**src/sv/sfs_pkg.sv**
```systemverilog
`timescale 1ns / 1ps

package sfs_pkg;

    // fixed field widths
    localparam int DELTA_W     = 20;
    localparam int FRAME_IDX_W = 16;
    localparam int RECT_W      = 28;
    localparam int DUR_W       = 32;
    localparam int CNT_W       = 16;
    localparam int PIX_W       = 13;

    // configuration port
    localparam int CFG_IDX_W  = 3;
    localparam int CFG_DATA_W = 32;

    localparam logic [CFG_IDX_W-1:0] CFG_ANIM_ENABLED   = 3'd0;
    localparam logic [CFG_IDX_W-1:0] CFG_LOOP_MODE      = 3'd1;
    localparam logic [CFG_IDX_W-1:0] CFG_DURATION_TICKS = 3'd2;
    localparam logic [CFG_IDX_W-1:0] CFG_TOTAL_FRAMES   = 3'd3;
    localparam logic [CFG_IDX_W-1:0] CFG_SHEET_COLUMNS  = 3'd4;
    localparam logic [CFG_IDX_W-1:0] CFG_FRAME_WIDTH    = 3'd5;
    localparam logic [CFG_IDX_W-1:0] CFG_FRAME_HEIGHT   = 3'd6;

    // request action codes
    localparam logic ACT_ADVANCE = 1'b0;
    localparam logic ACT_RESTART = 1'b1;

    typedef enum logic {
        OP_DIV,
        OP_SCALE
    } t_alu_op;

    typedef struct packed {
        logic    start;
        t_alu_op op;
    } t_alu_ctl;

    typedef enum logic [1:0] {
        AS_IDLE,
        AS_DIV,
        AS_DBL,
        AS_ADD
    } t_alu_state;

    typedef enum logic [3:0] {
        SQ_IDLE,
        SQ_TIME,
        SQ_TIME_W,
        SQ_GAP,
        SQ_DELTA_W,
        SQ_ADD,
        SQ_SCALE,
        SQ_SCALE_W,
        SQ_COLS,
        SQ_COLS_W,
        SQ_MUL_X,
        SQ_MUL_Y,
        SQ_OUT
    } t_seq_state;

endpackage

```
**src/sv/sfs_if.sv**
```systemverilog
`timescale 1ns / 1ps

interface sfs_req_if;
    import sfs_pkg::*;

    logic               valid;
    logic               ready;
    logic               action;
    logic [DELTA_W-1:0] delta_ticks;

    modport source (output valid, output action, output delta_ticks, input ready);
    modport sink   (input valid, input action, input delta_ticks, output ready);
endinterface

interface sfs_res_if;
    import sfs_pkg::*;

    logic                   valid;
    logic                   ready;
    logic [FRAME_IDX_W-1:0] frame_index;
    logic [RECT_W-1:0]      rect_x;
    logic [RECT_W-1:0]      rect_y;
    logic                   anim_ended;

    modport source (output valid, output frame_index, output rect_x, output rect_y,
                    output anim_ended, input ready);
    modport sink   (input valid, input frame_index, input rect_x, input rect_y,
                    input anim_ended, output ready);
endinterface

```
**src/sv/sfs_alu.sv**
```systemverilog
`timescale 1ns / 1ps

// Shared bit-serial unit: restoring division (one quotient bit per cycle) or
// floor(t * n / d) for t <= d (a doubling step per bit of n, plus an add step per set bit).
module sfs_alu #(
    parameter int AW         = 32,
    parameter int FRAME_BITS = 16
) (
    input  logic                     i_clk,
    input  logic                     i_rst_n,
    input  sfs_pkg::t_alu_ctl        i_ctl,
    input  logic [AW-1:0]            i_a,
    input  logic [AW-1:0]            i_b,
    input  logic [FRAME_BITS-1:0]    i_n,
    input  logic [$clog2(AW)-1:0]    i_top,
    output logic                     o_done,
    output logic [AW-1:0]            o_rem,
    output logic [AW-1:0]            o_quo
);
    import sfs_pkg::*;

    localparam int IW = $clog2(AW);

    t_alu_state            r_state, n_state;
    logic [AW-1:0]         r_a;
    logic [AW-1:0]         r_div;
    logic [AW-1:0]         r_dmt;
    logic [FRAME_BITS-1:0] r_n;
    logic [AW-1:0]         r_rem;
    logic [AW-1:0]         r_quo;
    logic [IW-1:0]         r_idx;
    logic                  r_done;

    logic [AW:0] sub_x;
    logic [AW:0] sub_y;
    logic [AW:0] diff;
    logic        ge;
    logic        nbit;
    logic        last;
    logic        adv;

    assign nbit = r_n[FRAME_BITS-1];
    assign diff = sub_x - sub_y;
    assign ge   = (sub_x >= sub_y);

    // next state
    always_comb begin
        n_state = r_state;
        case (r_state)
            AS_IDLE: begin
                if (i_ctl.start) begin
                    n_state = (i_ctl.op == OP_DIV) ? AS_DIV : AS_DBL;
                end
            end
            AS_DIV: begin
                if (r_idx == '0) n_state = AS_IDLE;
            end
            AS_DBL: begin
                if (nbit) begin
                    n_state = AS_ADD;
                end else if (r_idx == '0) begin
                    n_state = AS_IDLE;
                end
            end
            AS_ADD: begin
                n_state = (r_idx == '0) ? AS_IDLE : AS_DBL;
            end
            default: n_state = AS_IDLE;
        endcase
    end

    // operand select and step control
    always_comb begin
        sub_x = '0;
        sub_y = '0;
        last  = 1'b0;
        adv   = 1'b0;
        case (r_state)
            AS_DIV: begin
                sub_x = {r_rem, r_a[r_idx]};
                sub_y = {1'b0, r_div};
                last  = (r_idx == '0);
            end
            AS_DBL: begin
                sub_x = {r_rem, 1'b0};
                sub_y = {1'b0, r_div};
                last  = !nbit && (r_idx == '0);
                adv   = !nbit;
            end
            AS_ADD: begin
                sub_x = {1'b0, r_rem};
                sub_y = {1'b0, r_dmt};
                last  = (r_idx == '0);
                adv   = 1'b1;
            end
            default: begin
                sub_x = '0;
                sub_y = '0;
            end
        endcase
    end

    always_ff @(posedge i_clk) begin
        if (!i_rst_n) begin
            r_state <= AS_IDLE;
            r_done  <= 1'b0;
        end else begin
            r_state <= n_state;
            r_done  <= last;
        end
    end

    always_ff @(posedge i_clk) begin
        case (r_state)
            AS_IDLE: begin
                if (i_ctl.start) begin
                    r_rem <= '0;
                    r_quo <= '0;
                    r_a   <= i_a;
                    r_div <= i_b;
                    r_dmt <= i_b - i_a;
                    r_n   <= i_n;
                    r_idx <= (i_ctl.op == OP_DIV) ? i_top : IW'(FRAME_BITS - 1);
                end
            end
            AS_DIV, AS_DBL: begin
                // 2r (plus next dividend bit) reduced by the divisor
                r_rem <= ge ? diff[AW-1:0] : sub_x[AW-1:0];
                r_quo <= {r_quo[AW-2:0], ge};
            end
            AS_ADD: begin
                // r >= d - t is the same test as r + t >= d
                if (ge) begin
                    r_rem <= diff[AW-1:0];
                    r_quo <= r_quo + AW'(1);
                end else begin
                    r_rem <= r_rem + r_a;
                end
            end
            default: begin
                r_rem <= r_rem;
            end
        endcase
        if (r_state == AS_DIV || adv) begin
            r_idx <= r_idx - IW'(1);
        end
        if (adv) begin
            r_n <= {r_n[FRAME_BITS-2:0], 1'b0};
        end
    end

    assign o_done = r_done;
    assign o_rem  = r_rem;
    assign o_quo  = r_quo;

endmodule

```
**src/sv/sprite_frame_sequencer.sv**
```systemverilog
`timescale 1ns / 1ps

// Channel   Dir  Payload                                        Handshake
// i_req     in   action, delta_ticks                            valid/ready
// o_res     out  frame_index, rect_x, rect_y, anim_ended        valid/ready
// i_cfg_*   in   register index, write data                     write enable
//
// An advance holds the request channel (ready low) from accept until its result
// is loaded into the output register; the work runs in the shared bit-serial
// divide/scale unit, its sequencer and one shared multiplier. In loop mode the
// unit first reduces the stored time modulo the duration when it is at or past
// the duration, and delta_ticks likewise when it is at or past the duration.
// Restart and disabled requests leave the block idle. Reset is synchronous, active
// low; the output register holds a result under stall while the next request
// is already taken.
module sprite_frame_sequencer #(
    parameter int TIME_BITS  = 32,
    parameter int FRAME_BITS = 16
) (
    input  logic                           i_clk,
    input  logic                           i_rst_n,
    sfs_req_if.sink                        i_req,
    sfs_res_if.source                      o_res,
    input  logic                           i_cfg_we,
    input  logic [sfs_pkg::CFG_IDX_W-1:0]  i_cfg_idx,
    input  logic [sfs_pkg::CFG_DATA_W-1:0] i_cfg_data
);
    import sfs_pkg::*;

    localparam int CW = (TIME_BITS > DELTA_W) ? TIME_BITS : DELTA_W;
    localparam int AW = (CW > FRAME_BITS) ? CW : FRAME_BITS;
    localparam int IW = $clog2(AW);
    localparam int MW = (CNT_W > FRAME_BITS) ? CNT_W : FRAME_BITS;

    // configuration
    logic             r_enabled;
    logic             r_loop;
    logic [DUR_W-1:0] r_duration;
    logic [CNT_W-1:0] r_frames;
    logic [CNT_W-1:0] r_cols;
    logic [PIX_W-1:0] r_fw;
    logic [PIX_W-1:0] r_fh;

    // sequencer and working state
    t_seq_state              r_state, n_state;
    logic [TIME_BITS-1:0]    r_elapsed;
    logic                    r_ended;
    logic [DELTA_W-1:0]      r_delta;
    logic [TIME_BITS-1:0]    r_gap;
    logic [CW-1:0]           r_dm;
    logic [FRAME_BITS-1:0]   r_frame;
    logic [CNT_W-1:0]        r_col;
    logic [FRAME_BITS-1:0]   r_row;
    logic [RECT_W-1:0]       r_rect_x;
    logic [RECT_W-1:0]       r_rect_y;

    // output register
    logic                    r_out_valid;
    logic [FRAME_IDX_W-1:0]  r_out_frame;
    logic [RECT_W-1:0]       r_out_x;
    logic [RECT_W-1:0]       r_out_y;
    logic                    r_out_ended;

    // derived operands
    logic [TIME_BITS+DUR_W-1:0]     d_ext;
    logic [TIME_BITS-1:0]           dur;
    logic [FRAME_BITS+CNT_W-1:0]    n_ext;
    logic [FRAME_BITS-1:0]          nfr;
    logic [CNT_W-1:0]               cols;
    logic                           time_wrap;
    logic                           delta_wrap;
    logic [CW:0]                    sum;
    logic [FRAME_BITS-1:0]          q;
    logic [MW-1:0]                  mul_a;
    logic [PIX_W-1:0]               mul_b;
    logic [MW+PIX_W-1:0]            prod;
    logic [RECT_W+MW+PIX_W-1:0]     prod_ext;
    logic [RECT_W-1:0]              rect;
    logic [FRAME_IDX_W+FRAME_BITS-1:0] f_ext;

    logic                    ready_c;
    logic                    req_acc;
    logic                    out_load;
    t_alu_ctl                alu_ctl;
    logic [AW-1:0]           alu_a;
    logic [AW-1:0]           alu_b;
    logic [IW-1:0]           alu_top;
    logic                    alu_done;
    logic [AW-1:0]           alu_rem;
    logic [AW-1:0]           alu_quo;

    assign d_ext = {TIME_BITS'(0), r_duration};
    assign dur   = (d_ext[TIME_BITS-1:0] == '0) ? TIME_BITS'(1) : d_ext[TIME_BITS-1:0];
    assign n_ext = {FRAME_BITS'(0), r_frames};
    assign nfr   = (n_ext[FRAME_BITS-1:0] == '0) ? FRAME_BITS'(1) : n_ext[FRAME_BITS-1:0];
    assign cols  = (r_cols == '0) ? CNT_W'(1) : r_cols;

    assign time_wrap  = r_loop && (r_elapsed >= dur);
    assign delta_wrap = r_loop && !r_ended && (CW'(r_delta) >= CW'(dur));
    assign sum        = {1'b0, CW'(r_elapsed)} + {1'b0, r_dm};
    assign q          = alu_quo[FRAME_BITS-1:0];

    // one multiplier, shared by both rectangle coordinates
    assign mul_a    = (r_state == SQ_MUL_X) ? MW'(r_col) : MW'(r_row);
    assign mul_b    = (r_state == SQ_MUL_X) ? r_fw : r_fh;
    assign prod     = mul_a * mul_b;
    assign prod_ext = {RECT_W'(0), prod};
    assign rect     = prod_ext[RECT_W-1:0];
    assign f_ext    = {FRAME_IDX_W'(0), r_frame};

    assign req_acc  = i_req.valid && ready_c;
    assign out_load = (r_state == SQ_OUT) && (!r_out_valid || o_res.ready);

    sfs_alu #(
        .AW         (AW),
        .FRAME_BITS (FRAME_BITS)
    ) u_alu (
        .i_clk   (i_clk),
        .i_rst_n (i_rst_n),
        .i_ctl   (alu_ctl),
        .i_a     (alu_a),
        .i_b     (alu_b),
        .i_n     (nfr),
        .i_top   (alu_top),
        .o_done  (alu_done),
        .o_rem   (alu_rem),
        .o_quo   (alu_quo)
    );

    // next state
    always_comb begin
        n_state = r_state;
        case (r_state)
            SQ_IDLE: begin
                if (req_acc && r_enabled && (i_req.action == ACT_ADVANCE)) begin
                    n_state = SQ_TIME;
                end
            end
            SQ_TIME:    n_state = time_wrap ? SQ_TIME_W : SQ_GAP;
            SQ_TIME_W:  if (alu_done) n_state = SQ_GAP;
            SQ_GAP: begin
                if (r_ended) begin
                    n_state = SQ_SCALE;
                end else if (delta_wrap) begin
                    n_state = SQ_DELTA_W;
                end else begin
                    n_state = SQ_ADD;
                end
            end
            SQ_DELTA_W: if (alu_done) n_state = SQ_ADD;
            SQ_ADD:     n_state = SQ_SCALE;
            SQ_SCALE:   n_state = SQ_SCALE_W;
            SQ_SCALE_W: if (alu_done) n_state = SQ_COLS;
            SQ_COLS:    n_state = SQ_COLS_W;
            SQ_COLS_W:  if (alu_done) n_state = SQ_MUL_X;
            SQ_MUL_X:   n_state = SQ_MUL_Y;
            SQ_MUL_Y:   n_state = SQ_OUT;
            SQ_OUT:     if (out_load) n_state = SQ_IDLE;
            default:    n_state = SQ_IDLE;
        endcase
    end

    // outputs of the sequencer: ready and requests to the shared unit
    always_comb begin
        ready_c       = (r_state == SQ_IDLE);
        alu_ctl.start = 1'b0;
        alu_ctl.op    = OP_DIV;
        alu_a         = '0;
        alu_b         = AW'(dur);
        alu_top       = IW'(TIME_BITS - 1);
        case (r_state)
            SQ_TIME: begin
                alu_ctl.start = time_wrap;
                alu_a         = AW'(r_elapsed);
            end
            SQ_GAP: begin
                alu_ctl.start = !r_ended && delta_wrap;
                alu_a         = AW'(r_delta);
                alu_top       = IW'(DELTA_W - 1);
            end
            SQ_SCALE: begin
                alu_ctl.start = 1'b1;
                alu_ctl.op    = OP_SCALE;
                alu_a         = AW'(r_elapsed);
            end
            SQ_COLS: begin
                alu_ctl.start = 1'b1;
                alu_a         = AW'(r_frame);
                alu_b         = AW'(cols);
                alu_top       = IW'(FRAME_BITS - 1);
            end
            default: begin
                alu_ctl.start = 1'b0;
            end
        endcase
    end

    assign i_req.ready = ready_c;

    // configuration writes
    always_ff @(posedge i_clk) begin
        if (!i_rst_n) begin
            r_enabled  <= 1'b0;
            r_loop     <= 1'b0;
            r_duration <= DUR_W'(1);
            r_frames   <= CNT_W'(1);
            r_cols     <= CNT_W'(1);
            r_fw       <= PIX_W'(1);
            r_fh       <= PIX_W'(1);
        end else if (i_cfg_we) begin
            case (i_cfg_idx)
                CFG_ANIM_ENABLED:   r_enabled  <= i_cfg_data[0];
                CFG_LOOP_MODE:      r_loop     <= i_cfg_data[0];
                CFG_DURATION_TICKS: r_duration <= i_cfg_data[DUR_W-1:0];
                CFG_TOTAL_FRAMES:   r_frames   <= i_cfg_data[CNT_W-1:0];
                CFG_SHEET_COLUMNS:  r_cols     <= i_cfg_data[CNT_W-1:0];
                CFG_FRAME_WIDTH:    r_fw       <= i_cfg_data[PIX_W-1:0];
                CFG_FRAME_HEIGHT:   r_fh       <= i_cfg_data[PIX_W-1:0];
                default:            r_enabled  <= r_enabled;
            endcase
        end
    end

    // control state
    always_ff @(posedge i_clk) begin
        if (!i_rst_n) begin
            r_state     <= SQ_IDLE;
            r_out_valid <= 1'b0;
        end else begin
            r_state <= n_state;
            if (out_load) begin
                r_out_valid <= 1'b1;
            end else if (o_res.ready) begin
                r_out_valid <= 1'b0;
            end
        end
    end

    // animation time and ended flag
    always_ff @(posedge i_clk) begin
        if (!i_rst_n) begin
            r_elapsed <= '0;
            r_ended   <= 1'b0;
        end else begin
            case (r_state)
                SQ_IDLE: begin
                    if (req_acc && r_enabled && (i_req.action == ACT_RESTART)) begin
                        r_elapsed <= '0;
                        r_ended   <= 1'b0;
                    end
                end
                SQ_TIME: begin
                    // one-shot: time saturates at the duration
                    if (!r_loop && (r_elapsed > dur)) r_elapsed <= dur;
                end
                SQ_TIME_W: begin
                    if (alu_done) r_elapsed <= alu_rem[TIME_BITS-1:0];
                end
                SQ_ADD: begin
                    if (r_dm >= CW'(r_gap)) begin
                        r_elapsed <= r_loop ? sum[TIME_BITS-1:0] - dur : dur;
                    end else begin
                        r_elapsed <= sum[TIME_BITS-1:0];
                    end
                end
                SQ_SCALE_W: begin
                    if (alu_done && !r_loop && (q >= nfr)) r_ended <= 1'b1;
                end
                default: begin
                    r_ended <= r_ended;
                end
            endcase
        end
    end

    // working registers
    always_ff @(posedge i_clk) begin
        if (req_acc) begin
            r_delta <= i_req.delta_ticks;
        end
        case (r_state)
            SQ_GAP: begin
                r_gap <= dur - r_elapsed;
                r_dm  <= CW'(r_delta);
            end
            SQ_DELTA_W: begin
                if (alu_done) r_dm <= alu_rem[CW-1:0];
            end
            SQ_SCALE_W: begin
                if (alu_done) begin
                    r_frame <= (!r_loop && (q >= nfr)) ? nfr - FRAME_BITS'(1) : q;
                end
            end
            SQ_COLS_W: begin
                if (alu_done) begin
                    r_col <= alu_rem[CNT_W-1:0];
                    r_row <= alu_quo[FRAME_BITS-1:0];
                end
            end
            SQ_MUL_X: r_rect_x <= rect;
            SQ_MUL_Y: r_rect_y <= rect;
            default: begin
                r_gap <= r_gap;
            end
        endcase
        if (out_load) begin
            r_out_frame <= f_ext[FRAME_IDX_W-1:0];
            r_out_x     <= r_rect_x;
            r_out_y     <= r_rect_y;
            r_out_ended <= r_ended;
        end
    end

    assign o_res.valid       = r_out_valid;
    assign o_res.frame_index = r_out_frame;
    assign o_res.rect_x      = r_out_x;
    assign o_res.rect_y      = r_out_y;
    assign o_res.anim_ended  = r_out_ended;

endmodule

```
**src/flat_wrapper.sv**
```systemverilog
// flat-port wrapper written by rule: the top's interface ports become plain ports
module sprite_frame_sequencer_flat import sfs_pkg::*;
#(
    parameter int TIME_BITS  = 32,
    parameter int FRAME_BITS = 16
)
  (i_clk, i_rst_n, i_cfg_we, i_cfg_idx, i_cfg_data, i_req_valid, i_req_action, i_req_delta_ticks, i_req_ready, o_res_valid, o_res_frame_index, o_res_rect_x, o_res_rect_y, o_res_anim_ended, o_res_ready);
  sfs_req_if i_req_i ();
  sfs_res_if o_res_i ();
  input  logic i_clk;
  input  logic i_rst_n;
  input  logic i_cfg_we;
  input  logic [sfs_pkg::CFG_IDX_W-1:0] i_cfg_idx;
  input  logic [sfs_pkg::CFG_DATA_W-1:0] i_cfg_data;
  input wire logic [$bits(i_req_i.valid)-1:0] i_req_valid;
  input wire logic [$bits(i_req_i.action)-1:0] i_req_action;
  input wire logic [$bits(i_req_i.delta_ticks)-1:0] i_req_delta_ticks;
  output wire logic [$bits(i_req_i.ready)-1:0] i_req_ready;
  output wire logic [$bits(o_res_i.valid)-1:0] o_res_valid;
  output wire logic [$bits(o_res_i.frame_index)-1:0] o_res_frame_index;
  output wire logic [$bits(o_res_i.rect_x)-1:0] o_res_rect_x;
  output wire logic [$bits(o_res_i.rect_y)-1:0] o_res_rect_y;
  output wire logic [$bits(o_res_i.anim_ended)-1:0] o_res_anim_ended;
  input wire logic [$bits(o_res_i.ready)-1:0] o_res_ready;
  assign i_req_i.valid = i_req_valid;
  assign i_req_i.action = i_req_action;
  assign i_req_i.delta_ticks = i_req_delta_ticks;
  assign i_req_ready = i_req_i.ready;
  assign o_res_valid = o_res_i.valid;
  assign o_res_frame_index = o_res_i.frame_index;
  assign o_res_rect_x = o_res_i.rect_x;
  assign o_res_rect_y = o_res_i.rect_y;
  assign o_res_anim_ended = o_res_i.anim_ended;
  assign o_res_i.ready = o_res_ready;
  sprite_frame_sequencer #(.TIME_BITS(TIME_BITS), .FRAME_BITS(FRAME_BITS)) u_core (.i_clk(i_clk), .i_rst_n(i_rst_n), .i_req(i_req_i), .o_res(o_res_i), .i_cfg_we(i_cfg_we), .i_cfg_idx(i_cfg_idx), .i_cfg_data(i_cfg_data));
endmodule
```
**config.mk**
```make
export PLATFORM = sky130hd
export DESIGN_NAME = sprite_frame_sequencer_flat
export DESIGN_NICKNAME = d
export VERILOG_FILES = /design/src/sv/sfs_pkg.sv /design/src/sv/sfs_if.sv /design/src/sv/sfs_alu.sv /design/src/sv/sprite_frame_sequencer.sv /design/src/flat_wrapper.sv
export SDC_FILE = /design/constraint.sdc
export NUM_CORES = 2
export LEC_CHECK = 0
export ABC_AREA = 1
export BUFFER_PORTS_ARGS = -buffer_cell sky130_fd_sc_hd__buf_4
export CORE_MARGIN = 4
export CORE_UTILIZATION = 50
export DETAILED_ROUTE_END_ITERATION = 8
export PLACE_DENSITY_LB_ADDON = 0.15
export SYNTH_ARGS = -nofsm -noshare
export SYNTH_HDL_FRONTEND = slang
export SYNTH_HIERARCHICAL = 1
export SYNTH_SLANG_ARGS = --single-unit
export TNS_END_PERCENT = 20
```
**constraint.sdc**
```tcl
create_clock -name i_clk -period 15.55 [get_ports i_clk]
set_input_delay 0 -clock i_clk [delete_from_list [all_inputs] [get_ports i_clk]]
set_output_delay 0 -clock i_clk [all_outputs]
set_load 0.01 [all_outputs]
```
==> key figures <==
CTS
  • CTS clk-pin slew, worst paths: ~60 ps
  • Clk Latency, worst-skew pair: 640 ps
  • Sink Count: ~560
  • CTS tree: built
  • Clk buf depth: 3
  • Post-CTS setup repair buffer count: 0
  • CTS H-Tree Depth: 3
  • # resized after CTS: 0
  • Root buffer cell: clkbuf_16
  • CTS Buf Count: 67
  • Hold_buf cts: 63

STA
  • Setup TNS: 0 ps
  • Max Freq: 130 MHz
  • Final Max Tran Viols: 0
  • Final worst clock skew: around 26 ps
  • Worst slew pin tran: 1190 ps
  • RSZ-0062 raised after global routing: no
  • Clock period minus worst slack: 7690 ps
  • Final setup violation count: 0
  • Fin crit share: 49.4%
  • Final hold viol count: 0
  • Max_slew headroom: 20.0%
  • Final critical-path setup slack: 7860 ps

Setup path
  • FF-to-FF End: u_core/r_rect_y[22]
  • Worst path required time: 15930 ps
  • Worst Setup EP: u_core/r_rect_y[22]
  • CP Class: reg2reg
  • Crit path DAT: 8070 ps
  • R2R depth: 27
  • Worst setup SP type: register
  • Worst reg2reg path startpoint: u_core/r_state[3]
  • Top fanout value on the critical path: 57
  • R2R Setup Slk: 7860 ps
  • Crit path from: u_core/r_state[3]
  • Crit. End Element: register

Run status
  • Status: complete, no violations

Worst hold path
  • Worst hold path type: in2reg

Synth
  • Post-Syn Instances: 5867
  • Synth Cell Area: 0.0445 mm2
  • Yosys warnings: 6
  • Syn_area_per_cell: 7.58 um2

Place
  • Placed cells: between 7000 and 8000
  • PortBufs: about 140
  • Pre-CTS WS: 7990 ps
  • Hpwl dp: about 120000 um
  • RePlAce Congestion: 1.03

Power and ir drop
  • Sequential share of power: 43.7%
  • Power Density: 76.2 mW/mm2
  • Sw frac: 26.6%
  • Power, Total: about 3.8 mW
  • VDD IR max: 0.0840 mV
  • Psw: 1.00 mW
  • Clock Power Share: 43.7%
  • Comb pwr share: 12.6%
  • Static Leak: ~23 nW
  • Internal power: 2.76 mW

Drt
  • Routed Antenna Nets: 0
  • Vias per inst: 5.59
  • Total number of vias: between 40000 and 50000
  • WL final: around 150000 um
  • Drt wl/cell: ~21 um
  • Initial DRC Count: 4632
  • DRC violations left: 0
  • First-pass DRT Iterations: 6

Final layout
  • Register area: 0.0154 mm2
  • Post-layout util: between 50% and 60%
  • Layout cells sized above 1: 5.98%
  • Filler instances: 8438
  • Fin nets: 6535
  • Area of the multi-input gates: 0.0246 mm2
  • P&R area growth vs syn: 11.0%
  • Post-route insts no fill: 7201

GRT
  • First-pass GRT wire length: around 230000 um
  • GRT Overall Usage: 32.0%
  • Initial antenna violation count: 8
  • Vias in the first global route: 38300
  • Overflow after GRT: 0
  • Largest net degree at the start of global routing: 85

Floorplan
  • Core footprint: 0.0884 mm2
  • Die Footprint: 0.0938 mm2
  • I/O pin cnt: 136
  • Row count: between 100 and 150
  • Die Y: just over 300 um
  • Die X-Extent: just over 300 um
  • Initial core utilization: 50.3%

Run
  • Max_cap viols: 0
## registers in the layout, summed over array words and instances (netlist names), 16 cells and up
| name | cells |
|---|---|
| u_core/o_res.frame_index | 16 |
| u_core/o_res.rect_x | 28 |
| u_core/o_res.rect_y | 28 |
| u_core/r_col | 16 |
| u_core/r_cols | 16 |
| u_core/r_delta | 20 |
| u_core/r_dm | 32 |
| u_core/r_duration | 32 |
| u_core/r_elapsed | 32 |
| u_core/r_frame | 16 |
| u_core/r_frames | 16 |
| u_core/r_gap | 32 |
| u_core/r_rect_x | 28 |
| u_core/r_rect_y | 28 |
| u_core/r_row | 16 |
| u_core/u_alu/o_quo | 16 |
| u_core/u_alu/o_rem | 32 |
| u_core/u_alu/r_a | 32 |
| u_core/u_alu/r_div | 32 |
| u_core/u_alu/r_dmt | 32 |
| u_core/u_alu/r_n | 16 |
## cell usage in the layout, fill, tap and decap left out, drive strengths merged, types with 6 or more instances in the layout
cell and count:
a211oi 6, a21boi 8, a21o 22, a21oi 415, a22o 31, a31oi 22
buf 171, bufinv 7, clkbuf 87, clkinv 25, dfxtp 134, dlygate4sd3 63
edfxtp 425, fa 159, ha 336, inv 984, nand2 1555, nand3 252
nand3b 24, nand4 33, nor2 551, nor3 48, nor4 24, o211ai 34
o21a 12, o21ai 327, o21bai 26, o22ai 47, or2 12, xnor2 71
xor2 94
## power groups by stage
stage | Combinational (mW) | Sequential, mW | Clock, mW
after floorplan | 0.315 | 1.67 | 0
after global placement | 0.446 | 1.67 | 0
after detailed placement | 0.450 | 1.67 | 0
after global routing | 0.523 | 1.64 | 1.73
final | 0.474 | 1.64 | 1.64
after CTS | 0.466 | 1.64 | 1.67
## how the worst min path moves through the flow
| stage | cells past startpoint | to | from |
|---|---|---|---|
| after floorplan | 0 | u_core/r_delta[0] | i_req_delta_ticks[0] |
| after global placement | 1 | u_core/r_delta[14] | i_req_delta_ticks[14] |
| after detailed placement | 1 | u_core/r_delta[14] | i_req_delta_ticks[14] |
| after CTS | 3 | u_core/r_duration[31] | i_cfg_data[31] |
| after global routing | 3 | u_core/r_duration[31] | i_cfg_data[31] |
| final | 3 | u_core/r_duration[31] | i_cfg_data[31] |
## stage by stage
step | hold slack (ps) | area (um2)
finish | 90.6 | 49400
global route | 4.89 | 49300
floorplan | 98.9 | 44500
detailed placement | 180 | 46400
CTS | 17.7 | 49300
global placement | 179 | 46400
## per-layer routing
| layer | wire length (um) | track usage, % | vias up |
|---|---|---|---|
| met5 | 18 | 0 | - |
| met4 | 7330 | 13.4 | 4 |
| met2 | 66600 | 49.6 | 1884 |
| met3 | 15200 | 6.68 | 319 |
| met1 | 64400 | 43.6 | 18900 |
| li1 | - | - | 19200 |
## critical path, stage by stage, from the launching register on
cell	delay [ps]
dfxtp_1	400
inv_1	60
nor2_1	110
inv_1	150
nor2_4	100
buf_4	480
clkinv_1	130
buf_4	340
o21ai_1	990
inv_1	230
nor2_1	220
fa_1	430
ha_1	220
fa_1	480
inv_1	50
fa_1	460
fa_1	510
inv_1	40
ha_1	350
a21oi_1	210
inv_1	60
a31oi_1	230
o21ai_1	180
a21oi_1	250
o21ai_1	120
a21boi_0	340
o21ai_1	120
xor2_1	160
## cell type report
class / count / area share [%]
clock buffer: 87 / 3.72
timing repair buffer: 234 / 3.88
multi-input combinational: 4134 / 49.8
clock inverter: 35 / 0.885
tap: 1165 / 2.95
sequential: 559 / 31.3
inverter: 983 / 7.49
antenna: 4 / 0.0203
Note: power is estimated with default switching activity, not from simulation.
